## src/rtl/core/c2r_pkg.sv

```systemverilog
// Shared types and constants for the convolution-with-ReLU block.
`default_nettype none

package c2r_pkg;

   localparam int ACTION_W    = 2;
   localparam int PLANE_W     = 4;
   localparam int POS_FIELD_W = 6;
   localparam int VALUE_W     = 16;
   localparam int PROD_W      = 2 * VALUE_W;
   localparam int SUM_W       = 41;
   localparam int CSR_INDEX_W = 3;
   localparam int CSR_DATA_W  = 7;

   localparam int KSIZE_W  = 3;
   localparam int KCOUNT_W = 5;
   localparam int CCOUNT_W = 5;
   localparam int STRIDE_W = 3;
   localparam int PAD_W    = 2;
   localparam int ISIZE_W  = 7;

   localparam int MAX_STRIDE   = 4;
   localparam int DRAIN_CYCLES = 3;

   typedef enum logic [ACTION_W-1:0] {
      ACT_WEIGHT  = 2'd0,
      ACT_SAMPLE  = 2'd1,
      ACT_COMPUTE = 2'd2
   } c2r_action_type;

   typedef enum logic [CSR_INDEX_W-1:0] {
      CSR_KERNEL_SIDE   = 3'd0,
      CSR_KERNEL_COUNT  = 3'd1,
      CSR_CHANNEL_COUNT = 3'd2,
      CSR_STRIDE        = 3'd3,
      CSR_PADDING       = 3'd4,
      CSR_IMAGE_SIZE    = 3'd5
   } c2r_csr_type;

   typedef enum logic [1:0] {
      ST_IDLE,
      ST_RUN,
      ST_DRAIN,
      ST_DONE
   } c2r_state_type;

   typedef struct packed {
      logic [KSIZE_W-1:0]  kernel_side;
      logic [KCOUNT_W-1:0] kernel_count;
      logic [CCOUNT_W-1:0] channel_count;
      logic [STRIDE_W-1:0] stride;
      logic [PAD_W-1:0]    padding;
      logic [ISIZE_W-1:0]  image_size;
   } c2r_cfg_type;

   typedef struct packed {
      logic tap_valid;
      logic tap_ok;
      logic acc_clear;
   } c2r_ctl_type;

endpackage

`default_nettype wire

```

## src/rtl/core/c2r_mac.sv

```systemverilog
// Shared multiply-accumulate unit with ReLU on the finished sum.
`default_nettype none

module c2r_mac #(
   parameter int MAX_KERNEL_SIDE = 7,
   parameter int MAX_CHANNELS    = 16
) (
   input  wire logic                                clock,
   input  wire logic                                reset,
   input  wire c2r_pkg::c2r_ctl_type                ctl,
   input  wire logic signed [c2r_pkg::VALUE_W-1:0]  sample,
   input  wire logic signed [c2r_pkg::VALUE_W-1:0]  weight,
   output logic [c2r_pkg::SUM_W-1:0]                relu_sum
);
   import c2r_pkg::*;

   localparam int ACC_W = PROD_W + $clog2(MAX_CHANNELS * MAX_KERNEL_SIDE * MAX_KERNEL_SIDE + 1) + 1;

   logic                     rd_ok_ff;
   logic                     rd_ok_in;
   logic                     prod_ok_ff;
   logic                     prod_ok_in;
   logic signed [PROD_W-1:0] prod_ff;
   logic signed [PROD_W-1:0] prod_in;
   logic signed [ACC_W-1:0]  acc_ff;
   logic signed [ACC_W-1:0]  acc_in;

   always_comb begin
      rd_ok_in   = ctl.tap_valid && ctl.tap_ok;
      prod_ok_in = rd_ok_ff;
      prod_in    = sample * weight;
      priority if (ctl.acc_clear) begin
         acc_in = '0;
      end else if (prod_ok_ff) begin
         acc_in = acc_ff + ACC_W'(prod_ff);
      end else begin
         acc_in = acc_ff;
      end
      relu_sum = acc_ff[ACC_W-1] ? '0 : SUM_W'($unsigned(acc_ff));
   end

   always_ff @(posedge clock) begin
      if (reset) begin
         rd_ok_ff   <= 1'b0;
         prod_ok_ff <= 1'b0;
      end else begin
         rd_ok_ff   <= rd_ok_in;
         prod_ok_ff <= prod_ok_in;
      end
   end

   always_ff @(posedge clock) begin
      prod_ff <= prod_in;
      acc_ff  <= acc_in;
   end

endmodule

`default_nettype wire

```

## config.mk

```make
export PLATFORM = sky130hd
export DESIGN_NAME = c2r_mac
export DESIGN_NICKNAME = d
export VERILOG_FILES = /design/src/rtl/core/c2r_pkg.sv /design/src/rtl/core/c2r_mac.sv
export SDC_FILE = /design/constraint.sdc
export NUM_CORES = 1
export LEC_CHECK = 0
export ABC_AREA = 1
export BUFFER_PORTS_ARGS = -buffer_cell sky130_fd_sc_hd__buf_2
export CELL_PAD_IN_SITES_DETAIL_PLACEMENT = 0
export CELL_PAD_IN_SITES_GLOBAL_PLACEMENT = 2
export CORE_ASPECT_RATIO = 1.4
export CORE_UTILIZATION = 25
export DETAILED_ROUTE_END_ITERATION = 16
export PLACE_DENSITY_LB_ADDON = 0.1
export SYNTH_ARGS = -nofsm -noshare
export SYNTH_HDL_FRONTEND = slang
export SYNTH_SLANG_ARGS = --single-unit
```

## constraint.sdc

```tcl
create_clock -name clock -period 7.2 [get_ports clock]
set_input_delay 0.72 -clock clock [delete_from_list [all_inputs] [get_ports clock]]
set_output_delay 0.72 -clock clock [all_outputs]
set_load 0.05 [all_outputs]
```

; After elaboration in Yosys (flattened, before gate mapping)
; Cells that the tools add are included.
[classes]
add_sub_neg = 1
n_mul = 1
div = 0
n_lt_le_gt_ge = 0
eq_ne = 0
shifts = 0
muxes = 1
bitwise = 0
n_reduce_logical = 1
[ops]
columns = operator, count
row1 = adder 43 x 32 -> 43 bit, 1
row2 = 2-to-1 mux 41 bit, 1
row3 = multiplier 16 x 16 -> 32 bit, 1
row4 = logical AND 1 bit, 1
[totals]
reg_bits = 77
latchBits = 0
ramBits = 0
mem_bits_ro = 0
inputBits = 37
out_inout_bits = 41
wordCells = 8
memories = 0

; Depth between registers and ports, before layout
[depth]
ltp_word = 1
depth_mapped = 26
ltp_nobuf = 24

; Least setup slack after synthesis
; OpenSTA, ideal clock, no wires.
[synth_path]
path_kind = input -> register
from = input weight[5] in the netlist's numbering
to = register prod_ff[31]
setup_ns = 0.072
t_arrival_ns = 5.790
required_time_ns = 7.128
setup_slack_ns = 1.339
path_stages = 19
path_buffers = 2
cell_sequence = clkbuf_1 -> clkbuf_1 -> nand2_1 -> fa_1 -> inv_1 -> fa_1 -> inv_1 -> fa_1 -> fa_1 -> fa_1 -> fa_1 -> inv_1 -> ha_1 -> nand2_1 -> nor2_1 -> nand2_1 -> or2_2 -> nand3_1 -> xor2_1
[synth_via]
elab_chain_cells = 1
[synth_lines]
columns = element, line
row1 = "start, declared", c2r_mac.sv:12  ; input wire logic signed [c2r_pkg::VALUE_W-1:0] weight,
row2 = multiplier 16 x 16 -> 32 bit, c2r_mac.sv:31  ; prod_in = sample * weight;
row3 = net prod_in[31], c2r_mac.sv:24  ; logic signed [PROD_W-1:0] prod_in;
row4 = "end signal, assigned", c2r_mac.sv:53  ; prod_ff <= prod_in;
row5 = "end, declared", c2r_mac.sv:23  ; logic signed [PROD_W-1:0] prod_ff;
; The timed path passes the listed nets, and every way through them passes these cells.
; A chain may end at the register's enable or synchronous reset.

; Worst setup path in the final report
[layout_path]
from = input weight[1] in the netlist's numbering
to = register prod_ff[31]
; Same word-level chain as after synthesis.

==> flow_metrics.py <==
metrics = {
    "run_status": {
        "status": "finished, final reports clean",
    },
    "layout": {
        "postLayoutCoreUtil_pct": 27.8,
        "final_cell_mix": "inv_1, nand2_1, fa_1",
        "n_antenna_cell": 0,
        "fin_cells": 3135,
        "layout-drive-gt1-share_pct": 6.51,
        "final_common_cell": "inv_1",
        "areaGrowthSynthToFinish_pct": 9.22,
        "nNetsFinal": 2722,
    },
    "detailed_routing": {
        "wl_per_cell_microns": 17.8,
        "drcViolationCount": 0,
        "vias": 13233,
        "vias_per_cell": 4.22,
        "dr.pass1.iters": 5,
        "drt_iter0_drc": 487,
        "ant_nets": 0,
        "routed_wl_microns": 55800,
    },
    "sta": {
        "period_needed_ps": 6200,
        "maxSlewHeadroom_pct": 27.4,
        "finalMaxSlewViolations": 0,
        "hold_viol_final": 0,
        "rsz0062_at_grt": "no",
        "setup_violations": 0,
        "whs_ps": 405,
        "worst_pin_slew_ps": 1090,
        "min_period_over_period_pct": 86.1,
        "fmax_ghz": 0.161,
        "clock-skew-final_ps": 12.4,
        "tns_ps": 0,
    },
    "global_routing": {
        "track_usage_pct": 17.8,
        "grt_use_met2_pct": 35.8,
        "grt_max_degree": 60,
        "grt_overflow": 0,
        "grt_use_met3_pct": 1.07,
        "met1_usage_pct": 19.0,
        "grt_pass1_wl_microns": 87700,
        "grt_pass1_vias": 14890,
        "top_usage_layer": "met2",
        "antenna_found_initial": 0,
    },
    "worst_setup_path": {
        "critPathMaxFanout": 16,
        "reg2reg_from": "prod_ff[0]$_DFF_P_",
        "max_stage_delay_ps": 830,
        "cpMostUsedCell": "fa_1",
        "worst-r2r-cell-count": 13,
        "worstSetupEndpoint": "prod_ff[31]$_DFF_P_",
        "startpoint_type": "primary input",
        "cp.required_ps": 7460,
        "r2r-end": "acc_ff[28]$_SDFFE_PP0P_",
        "worstSetupEndpointType": "flop",
        "path_cells": "buf_2 > nand2_1 > inv_1 > fa_1 > fa_1 > fa_1 > fa_1 > fa_1 > inv_1 > fa_1 > inv_1 > ha_1 > a21oi_1 > o21ai_0 > a21oi_1 > or2_2 > nand3_1 > xor2_1",
        "critPathKind": "primary input to flop",
        "crit_family": "adder cells",
        "worst-path-stages": 18,
        "crit_path_top_delay_cell": "fa_1",
        "r2r_setup_slack_ps": 4520,
        "crit_arrival_ps": 6450,
        "crit_path_start": "weight[1]",
        "crit_buf_inv": 4,
    },
    "clocking": {
        "clkSlewWorstSetupHoldPaths_ps": 70,
        "clk_path_buf_depth": 2,
        "post_cts_buffers": 0,
        "root_buffer": "clkbuf_16",
        "cts_buffers": 9,
        "insertion_delay_ps": 380,
        "htree_levels": 3,
        "post_cts_resized": 0,
        "ctsHoldBuffers": 0,
        "cts_sinks": 77,
        "cts_tree": "done",
    },
    "logic_synthesis": {
        "synthCells": 2278,
        "ys_warn_count": 0,
        "ys_types": 45,
        "synth_seq_cells": 77,
        "synth_nets": 2702,
        "ys_seq_area_share_pct": 9.56,
        "synth.avg_cell_area_sq_um": 7.08,
        "syn_area_sq_um": 16100,
    },
    "die": {
        "initial_core_util_pct": 25.4,
        "rows": 109,
        "die_area_sq_um": 65500,
        "die_h_microns": 302,
        "die_x_microns": 217,
        "coreArea_sq_um": 63400,
        "num_io_pins": 78,
    },
    "placed_design": {
        "dpl.cell_count": 3119,
        "place_congestion": 0.863,
        "hpwl_microns": 48800,
        "io_buffer_count": 77,
    },
    "flow_run": {
        "maxCapViolCount": 0,
    },
    "worst_hold_path": {
        "hp-class": "flop to flop",
    },
}
-- through the flow --
step | setup slack [ps] | area (sq um)
3_3_place_gp | 490 | 17300
6_report | 1000 | 17600
2_1_floorplan | 1340 | 16100
5_1_grt | 672 | 17600
4_1_cts | 906 | 17600
3_5_place_dp | 495 | 17300
-- flip-flops by register name (all words and copies together) (netlist names) --
signal / cells
acc_ff: 43
prod_ff: 32
prod_ok_ff: 1
prod_ok_in: 1
-- worst min-delay path, stage by stage, from the launching register on --
cell and delay (ps):
dfxtp_1 300, inv_1 40, nor2_1 30
-- worst min path at each step --
stage	startpoint	to	slack, ps	depth (start not counted)
global route	prod_ok_in$_SDFF_PP0_	prod_ok_ff$_SDFF_PP0_	440	2
floorplan	prod_ok_in$_SDFF_PP0_	prod_ok_ff$_SDFF_PP0_	390	2
CTS	prod_ok_in$_SDFF_PP0_	prod_ok_ff$_SDFF_PP0_	410	2
detailed placement	prod_ok_in$_SDFF_PP0_	prod_ok_ff$_SDFF_PP0_	400	2
global placement	prod_ok_in$_SDFF_PP0_	prod_ok_ff$_SDFF_PP0_	400	2
finish	prod_ok_in$_SDFF_PP0_	prod_ok_ff$_SDFF_PP0_	400	2
-- cell type report --
cell class | count | area, sq um
inverter | 605 | 2270
clock inverter | 7 | 65.1
sequential | 77 | 1540
tap | 832 | 1040
multi-input combinational | 1518 | 12000
clock buffer | 9 | 225
fill | 7136 | 45800
timing repair buffer | 87 | 460
-- cell families after synthesis --
family | share of synthesized area, %
compound gates | 7.46
buf+inv | 16.0
simple gates | 21.8
xor+xnor | 2.93
flops | 9.56
fa+ha+maj | 42.3
-- per-layer routing --
layer  vias up  share of wire (%)
met5         -                  0
met4         0                3.6
met3        62                1.3
met2       151                 56
met1      6321                 39
li1       6699                  -
-- Yosys cell counts (all sizes together) --
library cell | n | area, sq um
nor2 | 178 | 696
nor3 | 6 | 40.0
a221oi | 1 | 8.76
o21ai | 56 | 288
a31o | 1 | 8.76
o2111ai | 1 | 8.76
o211ai | 1 | 7.51
a21o | 9 | 67.6
nor4 | 2 | 12.5
a31oi | 2 | 12.5
and2 | 2 | 15.0
nand3 | 74 | 380
o21bai | 18 | 150
a211oi | 3 | 22.5
clkbuf | 73 | 274
fa | 263 | 5270
inv | 604 | 2270
nand4 | 18 | 113
xor2 | 39 | 342
a21oi | 112 | 583
a21boi | 5 | 45.0
xnor2 | 15 | 131
ha | 124 | 1550
nand2b | 1 | 6.26
buf | 5 | 32.5
clkinv | 1 | 3.75
or2 | 4 | 25.0
dfxtp | 77 | 1540
nand2 | 583 | 2220
Power is not shown: default switching activity piles up to over one toggle a cycle in this logic, so the estimate is an artifact.
