`config.mk`:
```
export PLATFORM = sky130hd
export DESIGN_NAME = c2r_seq
export DESIGN_NICKNAME = d
export VERILOG_FILES = /design/src/rtl/core/c2r_pkg.sv /design/src/rtl/core/c2r_seq.sv
export SDC_FILE = /design/constraint.sdc
export NUM_CORES = 1
export LEC_CHECK = 0
export ABC_AREA = 1
export BUFFER_PORTS_ARGS = -buffer_cell sky130_fd_sc_hd__buf_4
export CORE_MARGIN = 2
export CORE_UTILIZATION = 50
export DETAILED_ROUTE_END_ITERATION = 12
export PLACE_DENSITY = 0.71
export RECOVER_POWER = 25
export SLEW_MARGIN = 5
export SYNTH_ARGS = -nofsm -noshare
export SYNTH_HDL_FRONTEND = slang
export SYNTH_SLANG_ARGS = --single-unit
```
`constraint.sdc`:
```
create_clock -name clock -period 5.05 [get_ports clock]
set_clock_uncertainty 0.2 [all_clocks]
set_input_delay 0.7575 -clock clock [delete_from_list [all_inputs] [get_ports clock]]
set_output_delay 0.7575 -clock clock [all_outputs]
set_load 0.1 [all_outputs]
```
`src/rtl/core/c2r_pkg.sv`:
```
// Shared types and constants for the convolution-with-ReLU block.
`default_nettype none

package c2r_pkg;

   localparam int ACTION_W    = 2;
   localparam int PLANE_W     = 4;
   localparam int POS_FIELD_W = 6;
   localparam int VALUE_W     = 16;
   localparam int PROD_W      = 2 * VALUE_W;
   localparam int SUM_W       = 41;
   localparam int CSR_INDEX_W = 3;
   localparam int CSR_DATA_W  = 7;

   localparam int KSIZE_W  = 3;
   localparam int KCOUNT_W = 5;
   localparam int CCOUNT_W = 5;
   localparam int STRIDE_W = 3;
   localparam int PAD_W    = 2;
   localparam int ISIZE_W  = 7;

   localparam int MAX_STRIDE   = 4;
   localparam int DRAIN_CYCLES = 3;

   typedef enum logic [ACTION_W-1:0] {
      ACT_WEIGHT  = 2'd0,
      ACT_SAMPLE  = 2'd1,
      ACT_COMPUTE = 2'd2
   } c2r_action_type;

   typedef enum logic [CSR_INDEX_W-1:0] {
      CSR_KERNEL_SIDE   = 3'd0,
      CSR_KERNEL_COUNT  = 3'd1,
      CSR_CHANNEL_COUNT = 3'd2,
      CSR_STRIDE        = 3'd3,
      CSR_PADDING       = 3'd4,
      CSR_IMAGE_SIZE    = 3'd5
   } c2r_csr_type;

   typedef enum logic [1:0] {
      ST_IDLE,
      ST_RUN,
      ST_DRAIN,
      ST_DONE
   } c2r_state_type;

   typedef struct packed {
      logic [KSIZE_W-1:0]  kernel_side;
      logic [KCOUNT_W-1:0] kernel_count;
      logic [CCOUNT_W-1:0] channel_count;
      logic [STRIDE_W-1:0] stride;
      logic [PAD_W-1:0]    padding;
      logic [ISIZE_W-1:0]  image_size;
   } c2r_cfg_type;

   typedef struct packed {
      logic tap_valid;
      logic tap_ok;
      logic acc_clear;
   } c2r_ctl_type;

endpackage

`default_nettype wire

```
`src/rtl/core/c2r_seq.sv`:
```
// Sequencer: range check, channel and tap counters, tap address generation.
`default_nettype none

module c2r_seq #(
   parameter int MAX_KERNEL_SIDE = 7,
   parameter int MAX_KERNELS     = 16,
   parameter int MAX_CHANNELS    = 16,
   parameter int MAX_IMAGE_SIDE  = 64,
   parameter int WA_W            = 10,
   parameter int IA_W            = 16
) (
   input  wire logic                             clock,
   input  wire logic                             reset,
   input  wire logic                             start,
   input  wire logic [c2r_pkg::PLANE_W-1:0]      req_plane,
   input  wire logic [c2r_pkg::POS_FIELD_W-1:0]  req_row,
   input  wire logic [c2r_pkg::POS_FIELD_W-1:0]  req_col,
   input  wire c2r_pkg::c2r_cfg_type             cfg,
   output logic                                  busy,
   output c2r_pkg::c2r_ctl_type                  ctl,
   output logic [WA_W-1:0]                       wgt_addr,
   output logic [IA_W-1:0]                       img_addr,
   output logic                                  rsp_strobe,
   output logic [c2r_pkg::PLANE_W-1:0]           rsp_out_plane,
   output logic [c2r_pkg::POS_FIELD_W-1:0]       rsp_out_row,
   output logic [c2r_pkg::POS_FIELD_W-1:0]       rsp_out_col,
   output logic                                  rsp_status
);
   import c2r_pkg::*;

   localparam int KS_W  = $clog2(MAX_KERNEL_SIDE + 1);
   localparam int K_W   = (MAX_KERNEL_SIDE > 1) ? $clog2(MAX_KERNEL_SIDE) : 1;
   localparam int KC_W  = $clog2(MAX_KERNELS + 1);
   localparam int CC_W  = $clog2(MAX_CHANNELS + 1);
   localparam int CH_W  = (MAX_CHANNELS > 1) ? $clog2(MAX_CHANNELS) : 1;
   localparam int IS_W  = $clog2(MAX_IMAGE_SIDE + 1);
   localparam int IX_W  = $clog2(MAX_IMAGE_SIDE);
   localparam int ST_W  = $clog2(MAX_STRIDE + 1);
   localparam int DR_W  = $clog2(DRAIN_CYCLES);
   localparam int POS_W = $clog2(((1 << POS_FIELD_W) - 1) * MAX_STRIDE + MAX_IMAGE_SIDE
                                 + 2 * MAX_KERNEL_SIDE) + 2;

   c2r_state_type state_ff, state_in;

   logic [PLANE_W-1:0]     plane_ff, plane_in;
   logic [POS_FIELD_W-1:0] row_ff, row_in;
   logic [POS_FIELD_W-1:0] col_ff, col_in;
   logic                   status_ff, status_in;
   logic [KS_W-1:0]        ks_ff, ks_in;
   logic [CC_W-1:0]        cc_ff, cc_in;
   logic [IS_W-1:0]        is_ff, is_in;
   logic signed [POS_W-1:0] base_x_ff, base_x_in;
   logic signed [POS_W-1:0] base_y_ff, base_y_in;
   logic [CH_W-1:0]        ch_ff, ch_in;
   logic [K_W-1:0]         k_ff, k_in;
   logic [K_W-1:0]         l_ff, l_in;
   logic [DR_W-1:0]        drain_ff, drain_in;
   logic [WA_W-1:0]        wgt_addr_ff, wgt_addr_in;
   logic [IA_W-1:0]        img_addr_ff, img_addr_in;
   logic                   tap_valid_ff, tap_valid_in;
   logic                   tap_ok_ff, tap_ok_in;

   logic [KS_W-1:0]         ks_c;
   logic [KC_W-1:0]         kc_c;
   logic [CC_W-1:0]         cc_c;
   logic [ST_W-1:0]         st_c;
   logic [IS_W-1:0]         is_c;
   logic signed [POS_W-1:0] span_c;
   logic signed [POS_W-1:0] row_sc;
   logic signed [POS_W-1:0] col_sc;
   logic                    in_range;
   logic signed [POS_W-1:0] x_c;
   logic signed [POS_W-1:0] y_c;
   logic                    tap_ok_c;
   logic                    l_last;
   logic                    k_last;
   logic                    ch_last;
   logic                    tap_last;
   logic                    drain_last;

   // clamp the live registers and check the requested position
   always_comb begin
      if (cfg.kernel_side == '0) begin
         ks_c = KS_W'(1);
      end else if (32'(cfg.kernel_side) > MAX_KERNEL_SIDE) begin
         ks_c = KS_W'(MAX_KERNEL_SIDE);
      end else begin
         ks_c = KS_W'(cfg.kernel_side);
      end
      if (cfg.kernel_count == '0) begin
         kc_c = KC_W'(1);
      end else if (32'(cfg.kernel_count) > MAX_KERNELS) begin
         kc_c = KC_W'(MAX_KERNELS);
      end else begin
         kc_c = KC_W'(cfg.kernel_count);
      end
      if (cfg.channel_count == '0) begin
         cc_c = CC_W'(1);
      end else if (32'(cfg.channel_count) > MAX_CHANNELS) begin
         cc_c = CC_W'(MAX_CHANNELS);
      end else begin
         cc_c = CC_W'(cfg.channel_count);
      end
      if (cfg.stride == '0) begin
         st_c = ST_W'(1);
      end else if (32'(cfg.stride) > MAX_STRIDE) begin
         st_c = ST_W'(MAX_STRIDE);
      end else begin
         st_c = ST_W'(cfg.stride);
      end
      if (cfg.image_size == '0) begin
         is_c = IS_W'(1);
      end else if (32'(cfg.image_size) > MAX_IMAGE_SIDE) begin
         is_c = IS_W'(MAX_IMAGE_SIDE);
      end else begin
         is_c = IS_W'(cfg.image_size);
      end
      span_c   = POS_W'(is_c) + (POS_W'(cfg.padding) << 1) - POS_W'(ks_c);
      row_sc   = POS_W'(req_row) * POS_W'(st_c);
      col_sc   = POS_W'(req_col) * POS_W'(st_c);
      in_range = (32'(req_plane) < 32'(kc_c)) && !span_c[POS_W-1]
                 && (row_sc <= span_c) && (col_sc <= span_c);
   end

   // current tap
   always_comb begin
      x_c        = base_x_ff + POS_W'(k_ff);
      y_c        = base_y_ff + POS_W'(l_ff);
      tap_ok_c   = !x_c[POS_W-1] && (x_c < $signed(POS_W'(is_ff)))
                   && !y_c[POS_W-1] && (y_c < $signed(POS_W'(is_ff)));
      l_last     = (32'(l_ff) + 1) == 32'(ks_ff);
      k_last     = (32'(k_ff) + 1) == 32'(ks_ff);
      ch_last    = (32'(ch_ff) + 1) == 32'(cc_ff);
      tap_last   = l_last && k_last && ch_last;
      drain_last = 32'(drain_ff) == (DRAIN_CYCLES - 1);
   end

   // next state
   always_comb begin
      state_in = state_ff;
      unique case (state_ff)
         ST_IDLE: begin
            if (start) begin
               state_in = in_range ? ST_RUN : ST_DONE;
            end
         end
         ST_RUN: begin
            if (tap_last) begin
               state_in = ST_DRAIN;
            end
         end
         ST_DRAIN: begin
            if (drain_last) begin
               state_in = ST_DONE;
            end
         end
         ST_DONE: begin
            state_in = ST_IDLE;
         end
         default: begin
            state_in = ST_IDLE;
         end
      endcase
   end

   // datapath registers
   always_comb begin
      plane_in     = plane_ff;
      row_in       = row_ff;
      col_in       = col_ff;
      status_in    = status_ff;
      ks_in        = ks_ff;
      cc_in        = cc_ff;
      is_in        = is_ff;
      base_x_in    = base_x_ff;
      base_y_in    = base_y_ff;
      ch_in        = ch_ff;
      k_in         = k_ff;
      l_in         = l_ff;
      drain_in     = drain_ff;
      tap_valid_in = (state_ff == ST_RUN);
      tap_ok_in    = tap_ok_c;
      wgt_addr_in  = WA_W'(plane_ff) * WA_W'(MAX_KERNEL_SIDE * MAX_KERNEL_SIDE)
                     + WA_W'(k_ff) * WA_W'(MAX_KERNEL_SIDE) + WA_W'(l_ff);
      if (tap_ok_c) begin
         img_addr_in = IA_W'(ch_ff) * IA_W'(MAX_IMAGE_SIDE * MAX_IMAGE_SIDE)
                       + IA_W'(x_c[IX_W-1:0]) * IA_W'(MAX_IMAGE_SIDE)
                       + IA_W'(y_c[IX_W-1:0]);
      end else begin
         img_addr_in = '0;
      end
      unique case (state_ff)
         ST_IDLE: begin
            if (start) begin
               plane_in  = req_plane;
               row_in    = req_row;
               col_in    = req_col;
               status_in = !in_range;
               ks_in     = ks_c;
               cc_in     = cc_c;
               is_in     = is_c;
               base_x_in = row_sc - POS_W'(cfg.padding);
               base_y_in = col_sc - POS_W'(cfg.padding);
               ch_in     = '0;
               k_in      = '0;
               l_in      = '0;
               drain_in  = '0;
            end
         end
         ST_RUN: begin
            if (l_last) begin
               l_in = '0;
               if (k_last) begin
                  k_in  = '0;
                  ch_in = ch_ff + CH_W'(1);
               end else begin
                  k_in = k_ff + K_W'(1);
               end
            end else begin
               l_in = l_ff + K_W'(1);
            end
         end
         ST_DRAIN: begin
            drain_in = drain_ff + DR_W'(1);
         end
         default: begin
         end
      endcase
   end

   // outputs
   always_comb begin
      busy          = (state_ff != ST_IDLE);
      rsp_strobe    = (state_ff == ST_DONE);
      ctl.tap_valid = tap_valid_ff;
      ctl.tap_ok    = tap_ok_ff;
      ctl.acc_clear = (state_ff == ST_IDLE);
      wgt_addr      = wgt_addr_ff;
      img_addr      = img_addr_ff;
      rsp_out_plane = plane_ff;
      rsp_out_row   = row_ff;
      rsp_out_col   = col_ff;
      rsp_status    = status_ff;
   end

   always_ff @(posedge clock) begin
      if (reset) begin
         state_ff     <= ST_IDLE;
         tap_valid_ff <= 1'b0;
      end else begin
         state_ff     <= state_in;
         tap_valid_ff <= tap_valid_in;
      end
   end

   always_ff @(posedge clock) begin
      plane_ff    <= plane_in;
      row_ff      <= row_in;
      col_ff      <= col_in;
      status_ff   <= status_in;
      ks_ff       <= ks_in;
      cc_ff       <= cc_in;
      is_ff       <= is_in;
      base_x_ff   <= base_x_in;
      base_y_ff   <= base_y_in;
      ch_ff       <= ch_in;
      k_ff        <= k_in;
      l_ff        <= l_in;
      drain_ff    <= drain_in;
      tap_ok_ff   <= tap_ok_in;
      wgt_addr_ff <= wgt_addr_in;
      img_addr_ff <= img_addr_in;
   end

   a_run_counters_in_range: assert property (@(posedge clock) disable iff (reset)
      (state_ff == ST_RUN) |-> ((32'(l_ff) < 32'(ks_ff)) && (32'(k_ff) < 32'(ks_ff))
                                && (32'(ch_ff) < 32'(cc_ff))))
      else $error("tap counter beyond kernel or channel count");

   a_tap_only_in_run: assert property (@(posedge clock) disable iff (reset)
      tap_valid_ff |-> ($past(state_ff) == ST_RUN))
      else $error("tap issued outside run state");

   a_bad_position_skips_run: assert property (@(posedge clock) disable iff (reset)
      (state_ff == ST_RUN) |-> !status_ff)
      else $error("out of range request entered the tap loop");

endmodule

`default_nettype wire

```
# == Yosys cells after proc, flatten, opt, wreduce, memory -nomap -nowiden ==
# Cells that the tools add are included.
# Widths: inputs -> output; s select.
# classes
n_mux,25
add_sub_neg,17
n_reduce_logical,28
n_lt_le_gt_ge,9
eq_ne,12
n_mul,4
# ops
cell,count
$add 11x3->11,2
$lt 11x8->1,2
$mux 3,7
$le 10x9->1,2
$sub 9x2->10,2
$mul 6x3->9,2
$add 16x12->16,1
$add 16x6->16,1
$mux 5,3
$mux 7,2
$mux 4,3
$pmux 3 s2,2
$add 10x3->10,1
$add 10x6->10,1
$gt 5x5->1 const B,2
$logic_not 5->1,2
$mul 4x6->10 const B,1
$mux 2,5
$sub 8x3->9,1
$add 3x1->4 const B,2
$add 7x3->8,1
$eq 4x3->1,2
$logic_and 1x1->1,8
$pmux 2 s4,1
24 further kinds,39
# word_totals
input_bits,44
word_cells,114
out_inout_bits,48
ff_bits,96

# == Logic depth before layout (Yosys ltp) ==
# logic_depth
depth_word,12
depth_mapped,25
depth_no_buf,25

# == Worst setup path after synthesis ==
# OpenSTA, ideal clock, no wires.
# synth_path
kind,input to register
from,input port cfg[9] in the netlist's numbering
to,register state_ff[1]
slack_ps,960
setup_time_ps,70
required_time_ps,4780
path_buffers,1
cell_stages,23
arrival_time_ps,3821
path_cell_list,inv_1 -> a21oi_1 -> clkbuf_1 -> nand2_1 -> fa_1 -> inv_1 -> ha_1 -> a21oi_1 -> o21bai_2 -> nand2_1 -> nand2_1 -> a21oi_1 -> xor2_1 -> inv_1 -> ha_1 -> inv_1 -> nor2_1 -> nand3_1 -> nand2_1 -> nand2_1 -> nand3_1 -> nand2_1 -> a21oi_1
# synth_via
elab_chain_len,10
elab_cells_between_ends,13
cone_classes,mul: 2; order compare: 3; mux: 5; reduce/logical: 3
# synth_lines
item,line,text
start: declaration,c2r_seq.sv:18,"input wire c2r_pkg::c2r_cfg_type cfg,"
$gt 3x3->1,c2r_seq.sv:106,end else if (32'(cfg.stride) > MAX_STRIDE) begin
$mux 3,c2r_seq.sv:106,
$mux 3 *,c2r_seq.sv:104,if (cfg.stride == '0) begin
$mul 6x3->9,c2r_seq.sv:119,row_sc = POS_W'(req_row) * POS_W'(st_c);
$le 10x9->1,c2r_seq.sv:122,&& (row_sc <= span_c) && (col_sc <= span_c);
$logic_and 1x1->1,c2r_seq.sv:122,
$logic_and 1x1->1 *,c2r_seq.sv:122,
$mux 2 *,c2r_seq.sv:144,state_in = in_range ? ST_RUN : ST_DONE;
$mux 2 *,c2r_seq.sv:143,if (start) begin
$pmux 2 s4 *,c2r_seq.sv:141,unique case (state_ff)
end signal: assignment,c2r_seq.sv:251,state_ff <= state_in;
end: declaration,c2r_seq.sv:43,"c2r_state_type state_ff, state_in;"
# Every way passes the cells marked *; elsewhere a longest branch is shown, timed or not. The select of a mux whose other input is x is not followed.
# A chain may end at the register's enable or synchronous reset.

# == Worst setup path in the final report ==
# layout_path
from,input port cfg[11] in the netlist's numbering
to,"register status_ff, in the netlist rsp_status, data pin"
# layout_via
elab_chain_len,8
elab_cells_between_ends,11
cone_classes,mul: 2; order compare: 3; mux: 2; reduce/logical: 4
# layout_lines
item,line,text
$gt 3x3->1,c2r_seq.sv:106,
$mux 3,c2r_seq.sv:106,
$mux 3 *,c2r_seq.sv:104,
$mul 6x3->9,c2r_seq.sv:119,
$le 10x9->1,c2r_seq.sv:122,
$logic_and 1x1->1,c2r_seq.sv:122,
$logic_and 1x1->1 *,c2r_seq.sv:122,
$logic_not 1->1 *,c2r_seq.sv:198,status_in = !in_range;
end signal: assignment,c2r_seq.sv:260,status_ff <= status_in;
end: declaration,c2r_seq.sv:48,"logic status_ff, status_in;"
# Every way passes the cells marked *; elsewhere a longest branch is shown, timed or not.

==> qor.yml <==
logic_synthesis:
  ys_types: 44
  synthFlopType: "edfxtp_1"
  yosysSeqAreaShare_pct: 37.0
  ys_ff_latch: 94
  synth_area_leaders: "edfxtp_1 (28%), ha_1 (17%), dfxtp_1 (8.8%), inv_1 (8.3%), fa_1 (7.3%)"
  syn-mean-instance-area_um2: 9.18
  ys_warn_count: 0
  netlist_area_mm2: 0.00682
  synth_top_cell_by_area: "edfxtp_1"
  synth_nets: 905
  synth_top_area_share_pct: 28.2
  syn_inst: 743
  synth-edff-count: 64
  async_flop_share_pct: 0
cts:
  root_buffer: "clkbuf_16"
  ctsHoldBuffers: 0
  worst_skew_pair.late_latency_ns: 0.36
  cts_tree: "done"
  post_cts_buffers: 0
  clock_path_buffers: 2
  cts_sinks: 94
  cts_resized: 0
  clk_pin_slew_ns: 0.07
  numCtsBuffers: 9
  cts_max_level: 3
flow_run:
  maxCapViolCount: 0
critical_path:
  worstReg2RegStart: "k_ff[1]$_SDFFCE_PN0P_"
  r2r_slack_ns: 0.92
  reg2reg_depth: 13
  crit_fanout: 14
  critPathLaunch: "cfg[11]"
  required_ns: 4.93
  worstSetupPathType: "input pin to register"
  crit_arrival_ns: 4.34
  critPathCaptureType: "register"
  cp-start-kind: "input pin"
drt:
  wl_per_cell_um: 14.3
  vias: 5171
  drt_wl_total_um: 14600
  routed_via_density: 5.08
  first_pass_iters: 4
  ant_nets: 0
  drtIter0Drc: 244
  drc: 0
sta:
  setup_tns_ns: 0
  setup_viol: 0
  whs_ns: 0.353
  post-route-period-util_pct: 88.3
  post-route-min-period_ns: 4.46
  slew-limit-headroom_pct: 22.5
  rsz0062_at_grt: "false"
  tightest_slew_ns: 1.17
  report.final.slew_viol_count: 0
  hold_viol: 0
  max_freq_mhz: 224
min_path:
  holdPathStages: 1
  min_path_type: "register to register"
  min_from: "drain_ff[0]$_SDFFCE_PN0P_"
floorplan:
  start_util_pct: 51.3
  io_pins: 92
  core-area_mm2: 0.0133
  die_h_um: 121
  die_width_um: 121
  dieArea_mm2: 0.0146
  placement_rows: 42
power:
  total_power_uw: 4940
  total_leakage_power_uw: 0.00395
  ir_worst_vdd_mv: 0.335
  power_density_mw_per_mm2: 628
placement:
  placed_area_mm2: 0.00768
  dp_hpwl_um: 12000
  port_buffers: 91
  place.gp.congestion: 0.911
global_route:
  grt_pass1_wl_um: 24000
  overflow: 0
  grt_antenna_before_repair: 0
  grt_pass1_vias: 5403
  grt_max_degree: 53
  grt_use_total_pct: 21.1
final_layout:
  multi_input_area_mm2: 0.00367
  drive_gt1_share_pct: 13.1
  antenna_cells: 0
  final_common_cell: "inv_1"
  layout_common_cells: "inv_1 (149), nand2_1 (118), ha_1 (93), edfxtp_1 (64), buf_4 (59)"
  fin_nets: 999
  area_growth_pct: 15.4
  fillerInstances: 1164
  design_area_mm2: 0.00787
  seqCellArea_mm2: 0.00252
status:
  status: "complete, no violations"
==> flip-flops by register name (all words and copies together) (netlist names) <==
signal         flops
base_x_ff         10
rsp_out_col        6
rsp_status         1
cc_ff              5
rsp_out_row        6
is_ff              7
ch_ff              4
ks_ff              3
img_addr          16
base_y_ff         10
drain_ff           2
rsp_out_plane      4
state_ff           2
l_ff               3
wgt_addr          10
k_ff               3
tap_ok_ff          1
tap_valid_ff       1
==> power breakdown <==
part           switching, µW  leakage (µW)  internal, µW
combinational           1990       0.00293           951
clock                    305      0.000155           399
sequential               164      0.000859          1130
total                   2460       0.00395          2480
==> synth_stat cells, types with 3 or more instances <==
library cell  count
inv_1           150
nand2_1         118
ha_1             93
edfxtp_1         64
nor2_1           53
a21oi_1          32
dfxtp_1          30
xor2_1           27
nand3_1          26
fa_1             25
xnor2_1          19
nor3_1           17
nor3_2           10
o21ai_0           9
nand4_1           6
clkbuf_1          5
nand3b_1          5
nand2_2           4
nor4_1            4
o21bai_1          4
or2_2             4
a31oi_1           3
nor2_2            3
nor2_4            3
o21ai_1           3
==> layout make-up <==
cell class,count,share of cell area [%]
Multi-Input combinational cell,488,46.7
Sequential cell,94,32.0
Timing Repair Buffer,92,7.29
Inverter,152,7.25
Clock buffer,12,3.54
Tap cell,176,2.80
Clock inverter,4,0.429
==> logic make-up after synthesis <==
| group | synth area share, % |
|---|---|
| AO/OA/AOI/OAI | 5.83 |
| XOR/XNOR | 5.91 |
| adder cells (fa/ha/maj) | 24.4 |
| buffers and inverters | 9.15 |
| flip-flops | 37.0 |
| AND/OR/NAND/NOR | 17.7 |
==> worst max-delay path, cell delays in order <==
cell and delay [ns]:
buf_4 0.17, a21oi_1 0.13, clkbuf_1 0.43, nand2_1 0.13, fa_1 0.56, inv_1 0.06, ha_1 0.28, a21oi_1 0.20
o21bai_2 0.10, nand2_1 0.09, nand2_1 0.05, a21oi_1 0.16, xor2_1 0.26, inv_1 0.10, ha_1 0.31, inv_1 0.05
nor2_1 0.16, nand4_1 0.12, nand2_1 0.10, nand3_1 0.10
==> routing by layer <==
layer  GRT usage (%)  vias up  wire length (µm)
li1                -     2587                 -
met1            22.8     2408              5840
met2            39.7      141              7580
met3            3.96       35               698
met4            9.16        0               447
met5               0        -                 0
==> stage by stage <==
step                std cells  util, %  setup WS [ns]
finish                   1018     59.2          0.591
global route             1018     59.2          0.227
CTS                      1018     60.1          0.752
detailed placement       1002     57.7          0.367
global placement         1002     57.7          0.540
floorplan                 743        -          0.960
==> final timing paths <==
path,endpoint
setup reg to reg,wgt_addr[8]$_DFF_P_
hold reg to reg,drain_ff[0]$_SDFFCE_PN0P_
hold / removal,drain_ff[0]$_SDFFCE_PN0P_
setup / recovery,rsp_status$_DFFE_PP_
Power figures use the tool's default switching activity.
